==> src/hdl/spws_pkg.sv <==
// ----------------------------------------------------------------------------
// spws_pkg
// types, constants and register codes for the sync packet word serializer
// ----------------------------------------------------------------------------
`default_nettype none

package spws_pkg;

    localparam int PKT_WORDS = 44;
    localparam int CNT_W     = 6;

    localparam logic [15:0] PKT_LENGTH = 16'd42;

    localparam int IN_W  = 488;
    localparam int OUT_W = 48;
    localparam int ADDR_W = 5;

    // register indexes, byte address is 4 * index
    localparam logic [2:0] REG_MARKER      = 3'd0;
    localparam logic [2:0] REG_PLAYOUT_ID  = 3'd1;
    localparam logic [2:0] REG_UNIT_DUR    = 3'd2;
    localparam logic [2:0] REG_SAMPLE_NUM  = 3'd3;
    localparam logic [2:0] REG_SAMPLE_DEN  = 3'd4;
    localparam logic [2:0] REG_OUTPUT_OFF  = 3'd5;
    localparam logic [2:0] REG_SCREEN_OFF  = 3'd6;

    typedef struct packed {
        logic load;
        logic shift;
    } cell_ctrl_t;

    typedef struct packed {
        logic              valid;
        logic [15:0]       word;
        logic [CNT_W-1:0]  number;
        logic              last;
    } enc_in_t;

endpackage

`default_nettype wire

==> src/hdl/sync_packet_word_serializer_top.sv <==
// a frame loads into the word cells, then each word passes the output register
// throughput: one packet of 44 beats per frame, one beat per cycle unless the
// output stalls; the 44-cell word chain unloads one word a cycle, and the next
// frame is taken in the cycle the last word leaves the chain
// reset: rst_n asynchronous active low clears the registers, the word count
// and output valid; the word cells keep their data; ready once reset is released
`default_nettype none

module sync_packet_word_serializer_top (
    input  wire                         clk,
    input  wire                         rst_n,
    input  wire                         s_axis_tvalid,
    output logic                        s_axis_tready,
    // [7:0] status_flags, [39:8] time_index, [71:40] picture_index,
    // [135:72] picture_uuid_high, [199:136] picture_uuid_low,
    // [231:200] sound_index, [295:232] sound_uuid_high,
    // [359:296] sound_uuid_low, [423:360] playlist_uuid_high,
    // [487:424] playlist_uuid_low
    input  wire  [spws_pkg::IN_W-1:0]   s_axis_tdata,
    output logic                        m_axis_tvalid,
    input  wire                         m_axis_tready,
    // [16:0] tagged_word, [40:17] check_word, [46:41] word_number, [47] zero
    output logic [spws_pkg::OUT_W-1:0]  m_axis_tdata,
    output logic                        m_axis_tlast,
    input  wire                         psel,
    input  wire                         penable,
    input  wire                         pwrite,
    input  wire  [spws_pkg::ADDR_W-1:0] paddr,
    input  wire  [31:0]                 pwdata,
    output logic [31:0]                 prdata,
    output logic                        pready
);
    import spws_pkg::*;

    logic [15:0] marker_reg;
    logic [31:0] playout_id_reg;
    logic [15:0] unit_dur_reg;
    logic [31:0] sample_num_reg;
    logic [31:0] sample_den_reg;
    logic [31:0] output_off_reg;
    logic [31:0] screen_off_reg;

    logic [2:0]  reg_sel;
    logic        wr_en;

    assign pready  = 1'b1;
    assign reg_sel = paddr[4:2];
    assign wr_en   = psel && penable && pwrite && pready;

    always_ff @(posedge clk or negedge rst_n)
    begin
        if (!rst_n)
        begin
            marker_reg     <= '0;
            playout_id_reg <= '0;
            unit_dur_reg   <= '0;
            sample_num_reg <= '0;
            sample_den_reg <= '0;
            output_off_reg <= '0;
            screen_off_reg <= '0;
        end
        else if (wr_en)
        begin
            case (reg_sel)
                REG_MARKER:     marker_reg     <= pwdata[15:0];
                REG_PLAYOUT_ID: playout_id_reg <= pwdata;
                REG_UNIT_DUR:   unit_dur_reg   <= pwdata[15:0];
                REG_SAMPLE_NUM: sample_num_reg <= pwdata;
                REG_SAMPLE_DEN: sample_den_reg <= pwdata;
                REG_OUTPUT_OFF: output_off_reg <= pwdata;
                REG_SCREEN_OFF: screen_off_reg <= pwdata;
                default:        ;
            endcase
        end
    end

    always_comb
    begin
        case (reg_sel)
            REG_MARKER:     prdata = {16'd0, marker_reg};
            REG_PLAYOUT_ID: prdata = playout_id_reg;
            REG_UNIT_DUR:   prdata = {16'd0, unit_dur_reg};
            REG_SAMPLE_NUM: prdata = sample_num_reg;
            REG_SAMPLE_DEN: prdata = sample_den_reg;
            REG_OUTPUT_OFF: prdata = output_off_reg;
            REG_SCREEN_OFF: prdata = screen_off_reg;
            default:        prdata = '0;
        endcase
    end

    // input fields
    logic [7:0]  status_flags;
    logic [31:0] time_index;
    logic [31:0] picture_index;
    logic [63:0] picture_uuid_high;
    logic [63:0] picture_uuid_low;
    logic [31:0] sound_index;
    logic [63:0] sound_uuid_high;
    logic [63:0] sound_uuid_low;
    logic [63:0] playlist_uuid_high;
    logic [63:0] playlist_uuid_low;

    assign status_flags       = s_axis_tdata[7:0];
    assign time_index         = s_axis_tdata[39:8];
    assign picture_index      = s_axis_tdata[71:40];
    assign picture_uuid_high  = s_axis_tdata[135:72];
    assign picture_uuid_low   = s_axis_tdata[199:136];
    assign sound_index        = s_axis_tdata[231:200];
    assign sound_uuid_high    = s_axis_tdata[295:232];
    assign sound_uuid_low     = s_axis_tdata[359:296];
    assign playlist_uuid_high = s_axis_tdata[423:360];
    assign playlist_uuid_low  = s_axis_tdata[487:424];

    logic [15:0] load_words [PKT_WORDS];

    always_comb
    begin
        load_words[0]  = marker_reg;
        load_words[1]  = PKT_LENGTH;
        load_words[2]  = {8'd0, status_flags};
        load_words[3]  = time_index[31:16];
        load_words[4]  = time_index[15:0];
        load_words[5]  = playout_id_reg[31:16];
        load_words[6]  = playout_id_reg[15:0];
        load_words[7]  = unit_dur_reg;
        load_words[8]  = sample_num_reg[31:16];
        load_words[9]  = sample_num_reg[15:0];
        load_words[10] = sample_den_reg[31:16];
        load_words[11] = sample_den_reg[15:0];
        load_words[12] = output_off_reg[31:16];
        load_words[13] = output_off_reg[15:0];
        load_words[14] = screen_off_reg[31:16];
        load_words[15] = screen_off_reg[15:0];
        load_words[16] = picture_index[31:16];
        load_words[17] = picture_index[15:0];
        load_words[18] = picture_uuid_high[63:48];
        load_words[19] = picture_uuid_high[47:32];
        load_words[20] = picture_uuid_high[31:16];
        load_words[21] = picture_uuid_high[15:0];
        load_words[22] = picture_uuid_low[63:48];
        load_words[23] = picture_uuid_low[47:32];
        load_words[24] = picture_uuid_low[31:16];
        load_words[25] = picture_uuid_low[15:0];
        load_words[26] = sound_index[31:16];
        load_words[27] = sound_index[15:0];
        load_words[28] = sound_uuid_high[63:48];
        load_words[29] = sound_uuid_high[47:32];
        load_words[30] = sound_uuid_high[31:16];
        load_words[31] = sound_uuid_high[15:0];
        load_words[32] = sound_uuid_low[63:48];
        load_words[33] = sound_uuid_low[47:32];
        load_words[34] = sound_uuid_low[31:16];
        load_words[35] = sound_uuid_low[15:0];
        load_words[36] = playlist_uuid_high[63:48];
        load_words[37] = playlist_uuid_high[47:32];
        load_words[38] = playlist_uuid_high[31:16];
        load_words[39] = playlist_uuid_high[15:0];
        load_words[40] = playlist_uuid_low[63:48];
        load_words[41] = playlist_uuid_low[47:32];
        load_words[42] = playlist_uuid_low[31:16];
        load_words[43] = playlist_uuid_low[15:0];
    end

    // chain control
    logic [CNT_W-1:0] cnt_reg;
    logic [CNT_W-1:0] cnt_next;
    logic             take;
    cell_ctrl_t       ctrl;
    enc_in_t          enc_in;
    logic [15:0]      cell_words [PKT_WORDS];

    assign ctrl.shift    = (cnt_reg != '0) && take;
    // a new frame loads as the last word of the previous one leaves cell 0
    assign s_axis_tready = (cnt_reg == '0) || ((cnt_reg == CNT_W'(1)) && ctrl.shift);
    assign ctrl.load     = s_axis_tvalid && s_axis_tready;

    always_comb
    begin
        cnt_next = cnt_reg;
        if (ctrl.load)
        begin
            cnt_next = CNT_W'(PKT_WORDS);
        end
        else if (ctrl.shift)
        begin
            cnt_next = cnt_reg - CNT_W'(1);
        end
    end

    always_ff @(posedge clk or negedge rst_n)
    begin
        if (!rst_n)
        begin
            cnt_reg <= '0;
        end
        else
        begin
            cnt_reg <= cnt_next;
        end
    end

    for (genvar k = 0; k < PKT_WORDS; k++)
    begin : g_cell
        logic [15:0] shift_in;
        if (k == PKT_WORDS - 1)
        begin : g_tail
            assign shift_in = '0;
        end
        else
        begin : g_mid
            assign shift_in = cell_words[k+1];
        end

        spws_cell u_cell (
            .clk       (clk),
            .ctrl      (ctrl),
            .load_word (load_words[k]),
            .shift_in  (shift_in),
            .word      (cell_words[k])
        );
    end

    assign enc_in.valid  = ctrl.shift;
    assign enc_in.word   = cell_words[0];
    assign enc_in.number = CNT_W'(PKT_WORDS) - cnt_reg;
    assign enc_in.last   = (cnt_reg == CNT_W'(1));

    spws_enc u_enc (
        .clk           (clk),
        .rst_n         (rst_n),
        .enc_in        (enc_in),
        .take          (take),
        .m_axis_tvalid (m_axis_tvalid),
        .m_axis_tready (m_axis_tready),
        .m_axis_tdata  (m_axis_tdata),
        .m_axis_tlast  (m_axis_tlast)
    );

endmodule

`default_nettype wire

==> src/hdl/spws_cell.sv <==
// ----------------------------------------------------------------------------
// spws_cell
// one word cell of the packet chain: parallel load or shift from neighbour
// ----------------------------------------------------------------------------
`default_nettype none

module spws_cell (
    input  wire                  clk,
    input  spws_pkg::cell_ctrl_t ctrl,
    input  wire  [15:0]          load_word,
    input  wire  [15:0]          shift_in,
    output logic [15:0]          word
);
    import spws_pkg::*;

    logic [15:0] word_reg;
    logic [15:0] word_next;

    always_comb
    begin
        word_next = word_reg;
        if (ctrl.load)
        begin
            word_next = load_word;
        end
        else if (ctrl.shift)
        begin
            word_next = shift_in;
        end
    end

    always_ff @(posedge clk)
    begin
        word_reg <= word_next;
    end

    assign word = word_reg;

endmodule

`default_nettype wire

==> src/hdl/spws_enc.sv <==
// ----------------------------------------------------------------------------
// spws_enc
// output stage: tags the word, forms its check word and holds the beat
// ----------------------------------------------------------------------------
`default_nettype none

module spws_enc (
    input  wire                        clk,
    input  wire                        rst_n,
    input  spws_pkg::enc_in_t          enc_in,
    output logic                       take,
    output logic                       m_axis_tvalid,
    input  wire                        m_axis_tready,
    // [16:0] tagged_word, [40:17] check_word, [46:41] word_number, [47] zero
    output logic [spws_pkg::OUT_W-1:0] m_axis_tdata,
    output logic                       m_axis_tlast
);
    import spws_pkg::*;

    logic             valid_reg;
    logic             valid_next;
    logic [16:0]      tag_reg;
    logic [16:0]      tag_next;
    logic [23:0]      chk_reg;
    logic [23:0]      chk_next;
    logic [CNT_W-1:0] num_reg;
    logic             last_reg;

    assign take = !valid_reg || m_axis_tready;

    always_comb
    begin
        valid_next = valid_reg;
        if (take)
        begin
            valid_next = enc_in.valid;
        end
        // marker bit only on the first word of the packet
        tag_next = {(enc_in.number == '0), enc_in.word};
        chk_next = 24'd0 - {7'd0, tag_next};
    end

    always_ff @(posedge clk or negedge rst_n)
    begin
        if (!rst_n)
        begin
            valid_reg <= 1'b0;
        end
        else
        begin
            valid_reg <= valid_next;
        end
    end

    always_ff @(posedge clk)
    begin
        if (take && enc_in.valid)
        begin
            tag_reg  <= tag_next;
            chk_reg  <= chk_next;
            num_reg  <= enc_in.number;
            last_reg <= enc_in.last;
        end
    end

    assign m_axis_tvalid = valid_reg;
    assign m_axis_tdata  = {1'b0, num_reg, chk_reg, tag_reg};
    assign m_axis_tlast  = last_reg;

endmodule

`default_nettype wire

==> config.mk <==
export PLATFORM = sky130hd
export DESIGN_NAME = sync_packet_word_serializer_top
export DESIGN_NICKNAME = d
export VERILOG_FILES = /design/src/hdl/spws_pkg.sv /design/src/hdl/sync_packet_word_serializer_top.sv /design/src/hdl/spws_cell.sv /design/src/hdl/spws_enc.sv
export SDC_FILE = /design/constraint.sdc
export NUM_CORES = 2
export LEC_CHECK = 0
export BUFFER_PORTS_ARGS = -buffer_cell sky130_fd_sc_hd__buf_2
export CORE_MARGIN = 4
export CORE_UTILIZATION = 50
export CTS_BUF_LIST = sky130_fd_sc_hd__clkbuf_4 sky130_fd_sc_hd__clkbuf_8
export CTS_CLUSTER_DIAMETER = 200
export DETAILED_ROUTE_END_ITERATION = 8
export PLACE_DENSITY_LB_ADDON = 0.05
export SLEW_MARGIN = 10
export SYNTH_ARGS = -nofsm -noshare
export SYNTH_HDL_FRONTEND = slang
export SYNTH_HIERARCHICAL = 1
export SYNTH_SLANG_ARGS = --single-unit
==> constraint.sdc <==
create_clock -name clk -period 3.8 [get_ports clk]
set_input_delay 0.19 -clock clk [delete_from_list [all_inputs] [get_ports clk]]
set_output_delay 0.19 -clock clk [all_outputs]
set_load 0.1 [all_outputs]
# After elaboration in Yosys (flattened, before gate mapping)
# Index checks and enable logic that the tools add are counted.
# totals
register_bits	951
in_bits	532
output_inout_bits	84
word_cells	178
# classes
n_addsub	3
n_eq_ne	7
mux	89
reduce_logical	21
# ops
operator	n
$mux 16	84
$pmux 32 s7	1
$sub 1x17->18 const A	1
$mux 8	2
$reduce_and 2->1	7
$logic_not 6->1	2
$mux 6	2
$eq 3x3->1 const B	3
$eq 3x2->1 const B	2
$eq 6x1->1 const B	1
$logic_and 1x1->1	6
$reduce_bool 6->1	1
$sub 6x1->6 const B	1
$sub 6x6->6 const A	1
$eq 3x1->1 const B	1
$logic_not 3->1	1
$logic_or 1x1->1	2
$reduce_bool 2->1	1
$logic_not 1->1	1

# Longest topological paths before layout
# depth
ltp_word	7
mapped_depth	9
mapped_depth_nobuf	9

# Modules after synthesis
# Netlist, hierarchy kept.
# modules_own_cells
module	n_inst	cells_per_inst	area_per_inst_um2	seq_area_each_um2
spws_cell	44	35	732.0	480.5
sync_packet_word_serializer_top	1	669	9301.4	4954.8
spws_enc	1	98	1679.1	1256.2

# Worst setup path after synthesis
# OpenSTA, ideal clock, no wires.
# synth_timing
path_type	reg-to-reg
startpoint	register u_enc.valid_reg, in the netlist u_enc/m_axis_tvalid
endpoint	register g_cell[0].u_cell.word_reg[0] (enable)
setup_ns	0.373
arrival_time_ns	3.702
required_time_ns	3.427
path_slack_ns	-0.275
stages_incl_launch_ff	7
path_buffers	2
synth_period_minus_slack_ns	4.075
cell_sequence	dfrtp_1 nand2b_1 a21o_1 and3_1 buf_6 buf_12 or2_1
# synth_lines
element	line_no	source
from (decl)	spws_enc.sv:20	logic valid_reg;
from (signal assigned)	spws_enc.sv:51	valid_reg <= valid_next;
to (signal assigned)	spws_cell.sv:34	word_reg <= word_next;
to (decl)	spws_cell.sv:16	logic [15:0] word_reg;

==> qor.txt <==
Root buf cell - clkbuf_8
Post-synth top cells - 745 x edfxtp_1, 477 x mux2_2, 436 x mux2_4
Core box area - 85400 sq um
Total CTS buffers - 160
DR vias/cell - 5.18
Synth Warn # - 6
Fraction of layout cells with a size suffix above 1 - 51.1%
# rows - 107
P_sw - 9.46 mW
Detailed Route WL - 117 mm
Mapped Area - 43200 sq um
Crit path kind - flip-flop to flip-flop
Remaining antenna violation count - 0
Sequential power share - 49.2%
Top-count cell post-synth - edfxtp_1
WP data required - 4.21 ns
Clk sinks - 944
Antenna violations before repair - 29
Switch share - 27.8%
DP HPWL - 78.2 mm
Power Total - 34.0 mW
Post-CTS setup buffers - 0
Die ar. - 91100 sq um
Top post-synthesis cells by area - edfxtp_1 52%, mux2_4 15%, mux2_2 12%
Worst skew pair latency - 0.81 ns
Max cap viols - 0
Area growth from synthesis to layout - 28.5%
Clk slew on worst S/H paths - 0.06 ns
Pins Over Slew Limit - 0
Global route total overflow - 0
Power Dens Cells - 613 nW/um^2
Net count, final - 4101
Synth Register Bits - 944
Status - finished, final reports clean
CP endpoint kind - flip-flop
Internal - 24.6 mW
RSZ-0062 raised after global routing - no
IO Port Bufs - 611
Max FO, Critical Path - 49
Die width - 302 um
Worst Max-Slew Pin Slew - 1.02 ns
WL per Instance - 23.9 um
Synth unique cells - 60
Largest net degree at the start of global routing - 103
CTS H-tree lvls - 4
Clock skew - 0.0376 ns
CP arrival - 3.44 ns
Setup TNS - 0 ns
Leakage power - 22.5 nW
Die H - 302 um
Max Buffers Root-to-Sink - 3
Router iterations before antenna repair - 5
Clock power share - 27.1%
Asr flop ratio synth - 21.1%
Critical R2R Launch - cnt_reg[3]$_DFFE_PN0P_
Max Fclk - 330 MHz
Crit. Startpoint - cnt_reg[3]$_DFFE_PN0P_
# fillers - 6220
Post-route clock period utilization - 79.8%
Post-synth top area share - 51.8%
GR Util All Layers - 25.5%
Initial Utilization - 50.6%
Worst hold path class - primary input to async pin
Dominant cell type by area after synthesis - edfxtp_1
Final setup violating endpoints - 0
DRC - 0
Worst R2R Setup Slack - 0.77 ns
Crit path launch type - flip-flop
TritonCTS clock tree - done
Worst vdd ir - 0.000541 V
Worst rel slew slack - 32.2%
Register area share after synthesis - 63.3%
Syn avg cell area - 18.7 sq um
Final Hold Viols - 0
Number of global-route vias before repair - 28.0k
Max FFs per register - 704
I/O Pins - 616
Post-synth EDFFs - 745
Syn Inst Count - 2307
DR iter-0 viols - 1600
Minimum clock period after layout - 3.03 ns
First-pass GRT wire length - 172 mm
Routed via count - 25.2k
Final Core Density - 65.0%
Placer Congestion - 0.878
Top FF cell, synth - edfxtp_1
Combinational Power Share - 23.7%
==> worst max-delay path, stage by stage (launching register included) <==
cell and delay (ns):
dfrtp_1 0.50, nor4_4 0.50, and3_4 0.56, buf_12 0.31, or2_1 0.70
==> per-stage QoR <==
| stage | instance area, sq um | cells | setup WS [ns] | hold slack, ns |
|---|---|---|---|---|
| 2_1_floorplan | 43300 | 2346 | 0.374 | -0.106 |
| 3_3_place_gp | 46900 | 4021 | 0.849 | 0.369 |
| 3_5_place_dp | 46900 | 4021 | 0.777 | 0.384 |
| 4_1_cts | 55400 | 4840 | 0.765 | 0.00372 |
| 5_1_grt | 55500 | 4867 | 0.556 | 0.0685 |
| 6_report | 55500 | 4873 | 0.768 | 0.108 |
==> routing by layer <==
metal  up-vias  GRT usage, %  routed length [um]
li1      11400             -                   -
met1     12800          30.7               46200
met2       741          44.7               60800
met3       233          5.39                5670
met4         2          10.3                4060
met5         -             0                   7
==> power groups by stage <==
stage                     clock network, mW  registers (mW)  logic, mW
after floorplan                           0            17.0       5.27
final                                  9.22            16.7       8.08
after global routing                   9.97            17.1       8.55
after CTS                              9.45            16.8       8.10
after global placement                    0            16.9       7.42
after detailed placement                  0            16.9       7.57
==> worst paths after layout <==
kind / end / depth (start not counted)
hold / removal: cnt_reg[3]$_DFFE_PN0P_ / 2
setup / recovery: g_cell[26].u_cell/word[6]$_DFFE_PP_ / 4
min in group clk: unit_dur_reg[0]$_DFFE_PN0P_ / 5
hold reg to reg: u_enc/tag_reg[15]$_DFFE_PP_ / 0
setup reg to reg: g_cell[26].u_cell/word[6]$_DFFE_PP_ / 4
max in group asynchronous: playout_id_reg[6]$_DFFE_PN0P_ / 3
==> final cells by class <==
class                           count  area [sq um]  share of cell area (%)
Antenna cell                       33          82.6                   0.149
Inverter                            8          35.0                  0.0631
Multi-Input combinational cell   1250         14300                    25.7
Timing Repair Buffer             1202          9050                    16.3
Clock buffer                      247          3020                    5.44
Sequential cell                   944         27400                    49.3
Tap cell                         1144          1430                    2.58
Clock inverter                     45           248                   0.446
==> logic make-up after synthesis <==
logic type      after synthesis  synth area share (%)
compound gates              106                  1.62
other cells                   3                0.0261
mux                         945                  28.7
buf+inv                     152                  4.03
simple gates                136                  1.88
xor+xnor                     18                 0.365
flops                       944                  63.3
fa+ha+maj                     3                0.0869
==> timing repair <==
action | 4_1_cts | 5_1_grt
resized for setup | 0 | 0
hold buffers | 527 | 0
endpoints found under the setup margin | 0 | 0
hold endpoints to repair | 787 | 0
==> cells in the final DEF, fill, tap and decap left out, drive strengths merged, types with 9 or more instances in the layout <==
master / count
dlygate4sd3: 527
xnor2: 9
nand2: 14
mux4: 11
diode: 33
conb: 42
a21oi: 33
buf: 674
dfrtp: 199
a22oi: 25
clkbuf: 248
xor2: 9
or2: 45
a221oi: 16
o21ai: 16
clkinv: 40
edfxtp: 745
mux2i: 18
nor2: 34
mux2: 916
No activity file was read; power rests on OpenSTA's default activity.
